<file path="src/sv/wufph_pkg.sv">
package wufph_pkg;

   localparam int ELEMENTS_DEFAULT = 1024;
   localparam int INDEX_W          = 10;
   localparam int COUNT_W          = 11;
   localparam logic [COUNT_W-1:0] COUNT_RESET = 11'd1024;

   typedef enum logic [3:0] {
      CMD_NONE,
      CMD_CLEAR,
      CMD_REJECT,
      CMD_START,
      CMD_ASCEND,
      CMD_HALVE,
      CMD_NEXT_ROOT,
      CMD_ANSWER,
      CMD_SIZE_A,
      CMD_SIZE_B,
      CMD_LINK
   } dp_cmd_type;

   typedef struct packed {
      logic in_range;
      logic at_root;
      logic same_root;
      logic query;
      logic clear_done;
   } dp_status_type;

endpackage

</file>
<file path="src/sv/wufph_ctrl.sv">
module wufph_ctrl (
   input  logic                     clock,
   input  logic                     reset,
   input  logic                     start,
   input  wufph_pkg::dp_status_type status,
   output wufph_pkg::dp_cmd_type    cmd,
   output logic                     busy
);
   import wufph_pkg::*;

   typedef enum logic [2:0] {
      ST_CLEAR,
      ST_IDLE,
      ST_WALK_UP,
      ST_WALK_GP,
      ST_SIZE_A,
      ST_SIZE_B
   } state_type;

   state_type state_ff, state_in;
   logic      second_ff, second_in;
   logic      busy_ff;

   always_comb begin
      state_in  = state_ff;
      second_in = second_ff;
      cmd       = CMD_NONE;
      case (state_ff)
         ST_CLEAR: begin
            cmd = CMD_CLEAR;
            if (status.clear_done) state_in = ST_IDLE;
         end
         ST_IDLE: begin
            if (start) begin
               if (status.in_range) begin
                  cmd       = CMD_START;
                  second_in = 1'b0;
                  state_in  = ST_WALK_UP;
               end else begin
                  cmd = CMD_REJECT;
               end
            end
         end
         ST_WALK_UP: begin
            if (!status.at_root) begin
               cmd      = CMD_ASCEND;
               state_in = ST_WALK_GP;
            end else if (!second_ff) begin
               cmd       = CMD_NEXT_ROOT;
               second_in = 1'b1;
            end else if (status.query || status.same_root) begin
               cmd      = CMD_ANSWER;
               state_in = ST_IDLE;
            end else begin
               cmd      = CMD_SIZE_A;
               state_in = ST_SIZE_A;
            end
         end
         ST_WALK_GP: begin
            cmd      = CMD_HALVE;
            state_in = ST_WALK_UP;
         end
         ST_SIZE_A: begin
            cmd      = CMD_SIZE_B;
            state_in = ST_SIZE_B;
         end
         ST_SIZE_B: begin
            cmd      = CMD_LINK;
            state_in = ST_IDLE;
         end
         default: begin
            state_in = ST_IDLE;
         end
      endcase
   end

   always_ff @(posedge clock) begin
      if (reset) begin
         state_ff  <= ST_CLEAR;
         second_ff <= 1'b0;
         busy_ff   <= 1'b1;
      end else begin
         state_ff  <= state_in;
         second_ff <= second_in;
         busy_ff   <= (state_in != ST_IDLE);
      end
   end

   assign busy = busy_ff;

endmodule

</file>
<file path="config.mk">
export PLATFORM = sky130hd
export DESIGN_NAME = wufph_ctrl
export DESIGN_NICKNAME = d
export VERILOG_FILES = /design/src/sv/wufph_pkg.sv /design/src/sv/wufph_ctrl.sv
export SDC_FILE = /design/constraint.sdc
export NUM_CORES = 1
export LEC_CHECK = 0
export BUFFER_PORTS_ARGS = -buffer_cell sky130_fd_sc_hd__buf_2
export CAP_MARGIN = 10
export CORE_AREA = 2 2 39 41
export DETAILED_ROUTE_END_ITERATION = 10
export DIE_AREA = 0 0 41 43
export PLACE_DENSITY_LB_ADDON = 0.12
export SYNTH_ARGS = -nofsm -noshare
export SYNTH_HDL_FRONTEND = slang
export SYNTH_SLANG_ARGS = --single-unit
</file>
<file path="constraint.sdc">
create_clock -name clock -period 1.4 [get_ports clock]
set_input_delay 0.28 -clock clock [delete_from_list [all_inputs] [get_ports clock]]
set_output_delay 0.28 -clock clock [all_outputs]
set_load 0.005 [all_outputs]
</file>
==> results of run 1 <==
state kept, by name (all words and copies together), names as in the netlist:
signal     flops
busy           1
second_ff      1
state_ff       3
cell usage after synthesis:
cell type	instances	area (µm²)
dfxtp_1	5	100
nor3b_2	1	12.5
inv_1	2	7.51
nor3_2	1	10.0
nand4_1	1	6.26
o211ai_2	1	12.5
a21oi_1	6	30.0
nor3_1	1	5.00
nor2_1	3	11.3
nand2_1	6	22.5
o21ai_2	1	8.76
buf_4	2	15.0
o31ai_1	1	7.51
nor2b_1	2	12.5
o21ai_1	2	10.0
nand2b_1	3	18.8
a211oi_2	1	12.5
o21ai_0	4	20.0
and3_4	1	11.3
o31a_1	1	8.76
nand3_1	1	5.00
cell families (layout without fill, tap and decap cells):
logic type / count (synthesis) / in the layout / share of synthesized area
buffers and inverters: 4 / 29 / 0.0647
AOI/OAI and AO/OA: 17 / 17 / 0.317
and+or+nand+nor: 20 / 20 / 0.331
DFF: 5 / 5 / 0.288
layout make-up:
class                   instances  area share
clock buffers                   4      0.0464
inverters                       2      0.0132
multi-input cells              37       0.446
flip-flops and latches          5       0.194
well taps                      16      0.0353
repair buffers                 23       0.265
worst max path at each step:
stage,cells after the start,slack [ps],endpoint,start
after global placement,4,30,cmd[1],state_ff[0]
after global routing,5,-170,cmd[3],state_ff[1]
after detailed placement,4,50,cmd[1],state_ff[1]
final,5,-100,cmd[3],state_ff[1]
after CTS,4,-110,cmd[1],state_ff[0]
after floorplan,4,160,cmd[1],state_ff[1]
layer usage:
layer  up-vias  wire, µm
met5         -         0
met4         0         0
met3         0        59
met2        11       499
met1       201       396
li1        215         -
power groups by stage:
stage / clock network (W) / registers [W] / logic, W
finish: 0.000164 / 0.000161 / 0.0000955
global route: 0.000194 / 0.000162 / 0.000108
global placement: 0 / 0.000167 / 0.0000704
floorplan: 0 / 0.000156 / 0.0000511
CTS: 0.000172 / 0.000161 / 0.0000837
detailed placement: 0 / 0.000166 / 0.0000696
stage by stage:
step	power, W	hold WS [ps]	util
floorplan	0.000207	345	-
global placement	0.000238	501	0.315
detailed placement	0.000236	505	0.315
CTS	0.000417	248	0.368
global route	0.000464	237	0.410
finish	0.000421	240	0.410
what timing repair did:
action                                  4_1_cts  5_1_grt
resized for setup                             7        8
pin swaps                                     3        3
endpoints found under the setup margin        4        4
setup buffers                                 4        4
gates cloned                                  0        0
layout by cell type (no fill, tap or decap):
cell type | netlist | layout
a211oi_2 | 1 | 1
a21oi_1 | 6 | 4
a21oi_2 | 0 | 2
and3_4 | 1 | 1
buf_2 | 0 | 12
buf_4 | 2 | 9
buf_6 | 0 | 2
clkbuf_1 | 0 | 1
clkbuf_4 | 0 | 3
dfxtp_1 | 5 | 1
dfxtp_2 | 0 | 2
dfxtp_4 | 0 | 2
inv_1 | 2 | 2
nand2_1 | 6 | 4
nand2_2 | 0 | 2
nand2b_1 | 3 | 3
nand3_1 | 1 | 1
nand4_1 | 1 | 1
nor2_1 | 3 | 3
nor2b_1 | 2 | 2
nor3_1 | 1 | 1
nor3_2 | 1 | 1
nor3b_4 | 0 | 1
o211ai_2 | 1 | 1
o21ai_0 | 4 | 4
o21ai_1 | 2 | 1
o21ai_2 | 1 | 2
o31a_1 | 1 | 1
o31ai_2 | 0 | 1
==> impl_results.md, run 1 <==
- Yosys reg bits: 5
- Max Cap Viol: 0
- Hold path cells: 2
- Antenna Nets Post-Route: 0
- Crit-path max cell delay: between 300 and 400 ps
- ANT cells: 0
- Register area share after synthesis: 0.288
- Cells on worst reg2reg path: 5
- GR Layer Usage met3: 0.0785
- Final period util: 1.07
- HP Start: reset
- # IOs: 13
- Die height: around 43 µm
- Clock buffer depth: 2
- Worst skew pair latency: 240 ps
- Worst Setup Start Kind: flop
- WL/cell: 11.0 µm
- Ys Warns: 0
- Root Buffer Master: clkbuf_4
- Pwr/cell area: 742 mW/mm²
- Sum of negative setup slack: -252 ps
- Worst Clk Skew: roughly 2.4 ps
- RePlAce Congestion: 0.795
- Die area: 0.00176 mm²
- Starting Density: 0.251
- Crit path DAT: 1220 ps
- Nets: 80
- Worst slew pin tran: 229 ps
- Final-report setup violation count: 4
- Internal power: 0.000309 W
- Met2 Use GR: 0.191
- Global-route usage over all layers: 0.136
- GRT Max-Usage Layer: met2
- Crit. End Element: output port
- Sw Share: 0.266
- Unique cell type count in the Yosys netlist: 21
- Crit Reg-Reg Startpoint: state_ff[0]
- Grt met1 use: 0.180
- Post-DP HPWL: 690 µm
- Worst-path clk slew: 40 ps
- Placed cell areas: 435 µm²
- Critical path required time: between 1000 and 1500 ps
- Final Max Tran Viols: 0
- Leakage: 0.250 nW
- Slew margin rel.: 0.846
- FF-to-FF setup slack: 210 ps
- Synthesized area: 348 µm²
- Total Wirelength: 955 µm
- Std-Cell Core Area: 0.00138 mm²
- First DRT Iteration DRCs: 2
- Design area: roughly 570 µm²
- Share of cells above drive strength 1: 0.592
- Pin count of the biggest net entering global routing: 11
- Final Hold Fails: 0
- Clk pwr share: 0.390
- 1st-pass router iterations: 2
- Area of the multi-input gates: 253 µm²
- Via density: 4.91
- Total global routing overflow: 0
- Comb pwr share: 0.227
- Cts bufs inserted: 3
- Crit-path leading delay family: flip-flops
- Min-Delay Path Class: in2reg
- Mapped Avg Cell Area: 7.56 µm²
- Port bufs: 12
- Hold Buf Count CTS: 0
- Switching pwr: 0.000112 W
- Failing checks: setup timing
- CP bufs+invs: 2
- Vias in the first global route: 358
- Fmax: 0.666 GHz
- RSZ-0062 raised after global routing: true
- CP most frequent cell: o21ai_2
- Sequential share of power: 0.383
- R2r endpoint: busy
- Final cell count without fillers: 87
- WHS Endpoint: state_ff[2]
- Area grow syn2layout: 62.9%
- Worst-path fanout max: 8
- Period minus WS final: about 1500 ps
- Die W: 41 µm
- Register area: approximately 110 µm²
- TritonCTS clock tree: done
- Post-place setup slack: 47.3 ps
- Critical-path top delay cell: dfxtp_4
- # clock sinks: 5
- CTS H-tree lvls: 1
- First-pass GRT wire length: 1590 µm
- Synth Net Count: 54
- Worst-path cell chain: o21ai_2 > nand2_2 > buf_6 > o21ai_2 > buf_2
- Critical path type: reg2out
- Dpl cells: 75
- Final setup margin: -100 ps
- Post-Syn Instances: between 40 and 50
- Maximum vdd drop: about 550 µV
- Filler instances: about 160
- Site Rows: 14
- Remaining DRCs: 0
- Status: finished with violations
- Vias post-DR: 427
- Initial antenna violation count: 0
No activity file was read; power rests on OpenSTA's default activity.
==> inputs of run 2 (changes only) <==
--- a/config.mk
+++ b/config.mk
@@ -5,6 +5,7 @@
 export SDC_FILE = /design/constraint.sdc
 export NUM_CORES = 1
 export LEC_CHECK = 0
+export ABC_AREA = 1
 export BUFFER_PORTS_ARGS = -buffer_cell sky130_fd_sc_hd__buf_2
 export CAP_MARGIN = 10
 export CORE_AREA = 2 2 39 41
==> constraint.sdc (replaced) <==
create_clock -name clock -period 1.61 [get_ports clock]
set_input_delay 0.322 -clock clock [delete_from_list [all_inputs] [get_ports clock]]
set_output_delay 0.322 -clock clock [all_outputs]
set_load 0.005 [all_outputs]
==> impl_results.md, run 2 <==
- Max reg flops: 3 (unchanged)
- Clock buffer depth: 2 (unchanged)
- Die W: 41 µm (unchanged)
- Synth area leader: dfxtp_1
- Ys async rst share: 0 (unchanged)
- Leakage: 0.206 nW (-18%)
- Most common cell in the synthesized netlist: nand2_1
- Complex-gate fraction of the synthesized area: 0.187 (-0.129)
- RePlAce Congestion: 0.648 (-19%)
- Internal power: 0.000255 W (-17%)
- Hold path cells: 2 (unchanged)
- Nets: 75 (-6.3%)
- Filler instances: 169 (+8.3%)
- Worst slew pin tran: 229 ps (-0.569 ps)
- Total Wirelength: 774 µm (-19%)
- Mapped Avg Cell Area: 6.39 µm² (-16%)
- Crit path DAT: 1180 ps (-40 ps)
- Via density: 4.54 (-7.6%)
- # IOs: 13 (unchanged)
- Commonest non-fill, non-tap cells in the layout: buf_2, nand2_1, nor2_1
- Multiplexer share of the synthesized area: 0 (unchanged)
- Starting Density: 0.217 (-0.0344)
- CTS H-tree lvls: 1 (unchanged)
- Hold Buf Count CTS: 0 (unchanged)
- Post-Synth Adder-Cell Area: 0 (unchanged)
- Comb pwr share: 0.181 (-0.046)
- Site Rows: 14 (unchanged)
- Final period util: 0.932
- Unique cell type count in the Yosys netlist: 19 (-9.5%)
- Critical path type: reg2out
- Area of the multi-input gates: 188 µm² (-26%)
- Share of the synthesized area in the top cell type: 0.333 (+0.0456)
- Post-synth EDFFs: 0 (unchanged)
- FF-to-FF setup slack: 540 ps (+330 ps)
- Sum of negative setup slack: 0 ps (+252 ps)
- Worst Clk Skew: 4.90 ps (+2.50 ps)
- Pin count of the biggest net entering global routing: 8 (-3)
- Maximum vdd drop: 349 µV (-37%)
- Most instantiated cells after synthesis: nand2_1, nor2_1, dfxtp_1, inv_1, nand3_1
- Post-Syn Instances: 47 (+2.2%)
- Cts bufs inserted: 3 (unchanged)
- Simple-gate share of the synthesized area: 0.404 (+0.0732)
- Status: finished, final reports clean
- WL/cell: 9.44 µm (-14%)
- Die area: 0.00176 mm² (unchanged)
- Remaining DRCs: 0 (unchanged)
- Fmax: 0.666 GHz
- Worst skew pair latency: 240 ps (about the same)
- RSZ-0062 raised after global routing: false
- Grt met1 use: 0.129 (-0.0514)
- Port bufs: 12 (unchanged)
- Post-DP HPWL: 609 µm (-12%)
- Register area: 103 µm² (-6.8%)
- Synth Net Count: 55 (+1.9%)
- Synthesized area: 300 µm² (-14%)
- First DRT Iteration DRCs: 1 (-1)
- # clock sinks: 5 (unchanged)
- Register with the most flip-flops: state_ff
- GRT Max-Usage Layer: met2
- Area grow syn2layout: 47.1%
- Worst-path fanout max: 6 (-2)
- Yosys reg bits: 5 (unchanged)
- Register area share after synthesis: 0.333 (+0.0456)
- Synth area leaders: dfxtp_1, nand2_1, nor2_1
- Total global routing overflow: 0 (unchanged)
- Global-route usage over all layers: 0.112 (-0.0231)
- Final Hold Fails: 0 (unchanged)
- Worst Setup Start Kind: flop
- Critical path required time: 1290 ps (+170 ps)
- Final-report setup violation count: 0 (-4)
- Vias post-DR: 372 (-13%)
- Slew margin rel.: 0.846 (about the same)
- Final Max Tran Viols: 0 (unchanged)
- Worst-path clk slew: 40 ps (about the same)
- Post-Synth XOR/XNOR Area: 0 (unchanged)
- Crit. End Element: output port
- Vias in the first global route: 321 (-10%)
- Antenna Nets Post-Route: 0 (unchanged)
- Switching pwr: 0.0000889 W (-21%)
- Synth Flop Type: dfxtp_1
- Max Cap Viol: 0 (unchanged)
- Most common cell after layout, fill and taps aside: buf_2
- Die height: 43 µm (unchanged)
- 1st-pass router iterations: 2 (unchanged)
- Sequential share of power: 0.407 (+0.024)
- Ys Warns: 0 (unchanged)
- GR Layer Usage met3: 0.0524 (-0.0262)
- Share of cells above drive strength 1: 0.409 (-0.182)
- Std-Cell Core Area: 0.00138 mm² (unchanged)
- Initial antenna violation count: 0 (unchanged)
- Clk pwr share: 0.412 (+0.022)
- TritonCTS clock tree: done
- Pwr/cell area: 779 mW/mm² (+5.0%)
- Root Buffer Master: clkbuf_4
- Met2 Use GR: 0.156 (-0.0344)
- First-pass GRT wire length: 1290 µm (-19%)
- Sw Share: 0.258 (-0.00781)
- Cells on worst reg2reg path: 7 (+2)
- Overall power: 0.000344 W (-18%)
- ANT cells: 0 (unchanged)
- Largest family of logic cells by synthesized area: simple AND/OR/NAND/NOR gates
- Period minus WS final: about 1500 ps
- Min-Delay Path Class: in2reg
## run 2: cell count changes after synthesis, moves of 2 or more
| cell | before | now |
|---|---|---|
| o22ai_1 | 0 | 2 |
| nand3_1 | 1 | 4 |
| inv_1 | 2 | 4 |
| o21ai_0 | 4 | 1 |
| nand2_1 | 6 | 12 |
| nand2b_1 | 3 | 0 |
| a21oi_1 | 6 | 2 |
| buf_4 | 2 | 0 |
| nor2_1 | 3 | 6 |
## run 2: final cells by class
type,count,area share
multi-input cells,36,0.425
flip-flops and latches,5,0.232
repair buffers,15,0.187
clock buffers,4,0.0595
inverters,6,0.0510
well taps,16,0.0453
## run 2: worst paths after layout
kind | from | to
max | state_ff[2] | cmd[0]
min | reset | state_ff[0]
max reg2reg | state_ff[2] | busy
min reg2reg | second_ff | second_ff
## run 2: repair_timing
| action | in CTS | in global routing |
|---|---|---|
| pin swaps | 0 | 0 |
| endpoints found under the setup margin | 1 | 3 |
| gates cloned | 0 | 0 |
| resized for setup | 1 | 5 |
| buffers inserted | 0 | 3 |
## run 2: worst max-delay path, cell delays in order, from the launching register on
cell and delay, ps:
dfxtp_1 320, inv_2 120, nand3_4 90, inv_2 80
nand2_2 60, o211ai_1 140, buf_2 140
## run 2: power groups by stage
stage                     Clock, W  Sequential [W]  Combinational, W
final                     0.000142        0.000140         0.0000624
after global routing      0.000154        0.000141         0.0000713
after CTS                 0.000150        0.000139         0.0000598
after detailed placement         0        0.000141         0.0000594
after global placement           0        0.000141         0.0000607
after floorplan                  0        0.000140         0.0000330
## run 2: per-stage QoR
step	instance area (µm²)	util	setup WS, ps	hold WS (ps)	instances
floorplan	300	-	437	390	47
global placement	380	0.275	247	534	75
detailed placement	380	0.275	251	508	75
CTS	407	0.294	9.27	299	79
global route	442	0.319	6.06	303	82
finish	442	0.319	110	301	82
## run 2: kinds of logic after synthesis
logic type,count (synthesis)
buffers and inverters,6
AND/OR/NAND/NOR,27
AO/OA/AOI/OAI,9
flip-flops,5
## run 2: metal layers
layer,part of all wire,routed length [µm]
met5,0,0
met4,0.0078,6
met3,0.074,57
met2,0.51,393
met1,0.41,316
==> inputs of run 3 (changes only) <==
--- a/config.mk
+++ b/config.mk
@@ -6,7 +6,7 @@
 export NUM_CORES = 1
 export LEC_CHECK = 0
 export ABC_AREA = 1
-export BUFFER_PORTS_ARGS = -buffer_cell sky130_fd_sc_hd__buf_2
+export BUFFER_PORTS_ARGS = -buffer_cell sky130_fd_sc_hd__buf_4
 export CAP_MARGIN = 10
 export CORE_AREA = 2 2 39 41
 export DETAILED_ROUTE_END_ITERATION = 10
==> impl_results.md, run 3 (synthesis gave the netlist of run 2 again) <==
- # clock sinks: 5 (unchanged)
- Area of the multi-input gates: 180 µm² (-4.0%)
- Hold Buf Count CTS: 0 (unchanged)
- CTS H-tree lvls: 1 (unchanged)
- Final cell count without fillers: 83 (+1.2%)
- Period minus WS final: 1520 ps (+19.9 ps)
- Sw Share: 0.253 (-0.00574)
- ANT cells: 0 (unchanged)
- Placed cell areas: 410 µm² (+7.9%)
- Die W: 41 µm (unchanged)
- Worst-path fanout max: 5 (-1)
- Switching pwr: 0.0000889 W (about the same)
- Std-Cell Core Area: 0.00138 mm² (unchanged)
- Remaining DRCs: 0 (unchanged)
- Vias in the first global route: 306 (-4.7%)
- Area grow syn2layout: 58.3%
- Leakage: 0.219 nW (+6.3%)
- First-pass GRT wire length: 1230 µm (-4.8%)
- Post-DP HPWL: 603 µm (-1.0%)
- Fmax: 0.658 GHz (-1.3%)
- Clock buffer depth: 2 (unchanged)
- Starting Density: 0.217 (unchanged)
- Max reg flops: 3 (unchanged)
- Port bufs: 12 (unchanged)
- Final-report setup violation count: 0 (unchanged)
- Final period util: 0.944 (+0.0124)
- Via density: 4.29 (-5.5%)
- Status: finished, final reports clean
- Sequential share of power: 0.394 (-0.013)
- Die area: 0.00176 mm² (unchanged)
- First DRT Iteration DRCs: 5 (+4)
- Maximum vdd drop: 250 µV (-28%)
- Post-place setup slack: 235 ps (-15.5 ps)
- Total global routing overflow: 0 (unchanged)
- Root Buffer Master: clkbuf_4
- # IOs: 13 (unchanged)
- WHS: 270 ps (-30.6 ps)
- Comb pwr share: 0.199 (+0.018)
- Design area: 475 µm² (+7.6%)
- Critical path required time: 1290 ps (about the same)
- Internal power: 0.000263 W (+3.1%)
- Total Wirelength: 780 µm (+0.78%)
- 1st-pass router iterations: 2 (unchanged)
- Clk pwr share: 0.407 (-0.005)
- Filler instances: 161 (-4.7%)
- Share of cells above drive strength 1: 0.433 (+0.0237)
- Register area: 106 µm² (+3.7%)
- Worst Setup Start Kind: flop
- Critical-path top delay cell: dfxtp_2
- Vias post-DR: 356 (-4.3%)
- Pwr/cell area: 740 mW/mm² (-5.0%)
- Dpl cells: 75 (unchanged)
- Die height: 43 µm (unchanged)
- Crit. End Element: output port
- Worst-path cell chain: inv_2 > nand3_2 > inv_2 > nand2_2 > o211ai_1 > buf_4
- Global-route usage over all layers: 0.109 (-0.00301)
- Final Max Tran Viols: 0 (unchanged)
- Nets: 76 (+1.3%)
- Commonest non-fill, non-tap cells in the layout: buf_4, nand2_1, nor2_1
- Worst-path clk slew: 40 ps (about the same)
- WL/cell: 9.40 µm (-0.44%)
- Worst Clk Skew: 1.97 ps (-2.93 ps)
- Critical path type: reg2out
- Most common cell after layout, fill and taps aside: buf_4
- Crit path DAT: 1200 ps (+20 ps)
- Initial antenna violation count: 0 (unchanged)
- Cts bufs inserted: 3 (unchanged)
- Antenna Nets Post-Route: 0 (unchanged)
- Min-Delay Path Class: in2reg
- Slew margin rel.: 0.828 (-0.0177)
- TritonCTS clock tree: done
- CP most frequent cell: inv_2
- Final Hold Fails: 0 (unchanged)
- Site Rows: 14 (unchanged)
- Pin count of the biggest net entering global routing: 8 (unchanged)
- Crit-path max cell delay: 320 ps (about the same)
- RePlAce Congestion: 0.671 (+3.5%)
- Worst slew pin tran: 255 ps (+26.3 ps)
- Final core utilization: 0.344 (+0.0244)
- Final setup margin: 89.6 ps (-19.9 ps)
- Max Cap Viol: 0 (unchanged)
- Register with the most flip-flops: state_ff
- Worst skew pair latency: 240 ps (about the same)
## run 3: changes by cell type in the layout (fill, tap and decap cells not counted), sizes merged
cell	change
buf	+1
## run 3: per-layer routing
layer	global-route usage	part of all wire
met1	0.129	0.44
met2	0.141	0.48
met3	0.0314	0.064
met4	0.120	0.013
met5	0	0
## run 3: path summary, 6_finish.rpt
kind / startpoint / endpoint / slack, ps / depth (start not counted)
max reg2reg: state_ff[2] / busy / 550 / 7
max: state_ff[2] / cmd[0] / 90 / 6
min: reset / state_ff[1] / 270 / 2
min reg2reg: second_ff / second_ff / 510 / 2
## run 3: layout make-up
class / count / area share
multi-input cells: 36 / 0.379
repair buffers: 16 / 0.253
flip-flops and latches: 5 / 0.224
clock buffers: 4 / 0.0553
inverters: 6 / 0.0474
well taps: 16 / 0.0421
## run 3: power by group through the flow
stage | Clock (W) | Sequential, W | Combinational [W]
after floorplan | 0 | 0.000140 | 0.0000330
after global placement | 0 | 0.000142 | 0.0000692
after detailed placement | 0 | 0.000141 | 0.0000687
after CTS | 0.000149 | 0.000139 | 0.0000691
after global routing | 0.000166 | 0.000140 | 0.0000781
final | 0.000143 | 0.000139 | 0.0000700
## run 3: metrics by stage
step                      total power (W)  TNS (ps)
after floorplan                  0.000173         0
after global placement           0.000211         0
after detailed placement         0.000210         0
after CTS                        0.000358         0
after global routing             0.000384     -13.1
final                            0.000352         0
## run 3: timing repair
item                       CTS  global route
buffers inserted             0             4
pin swaps                    0             1
gates resized for setup      2             5
setup endpoints to repair    1             2
## run 3: worst max-delay path, delay by kind of cell (launching register included)
family	cells	cell delay [ps]
and+or+nand+nor	2	150
DFF	1	320
buffers and inverters	3	310
AOI/OAI and AO/OA	1	170
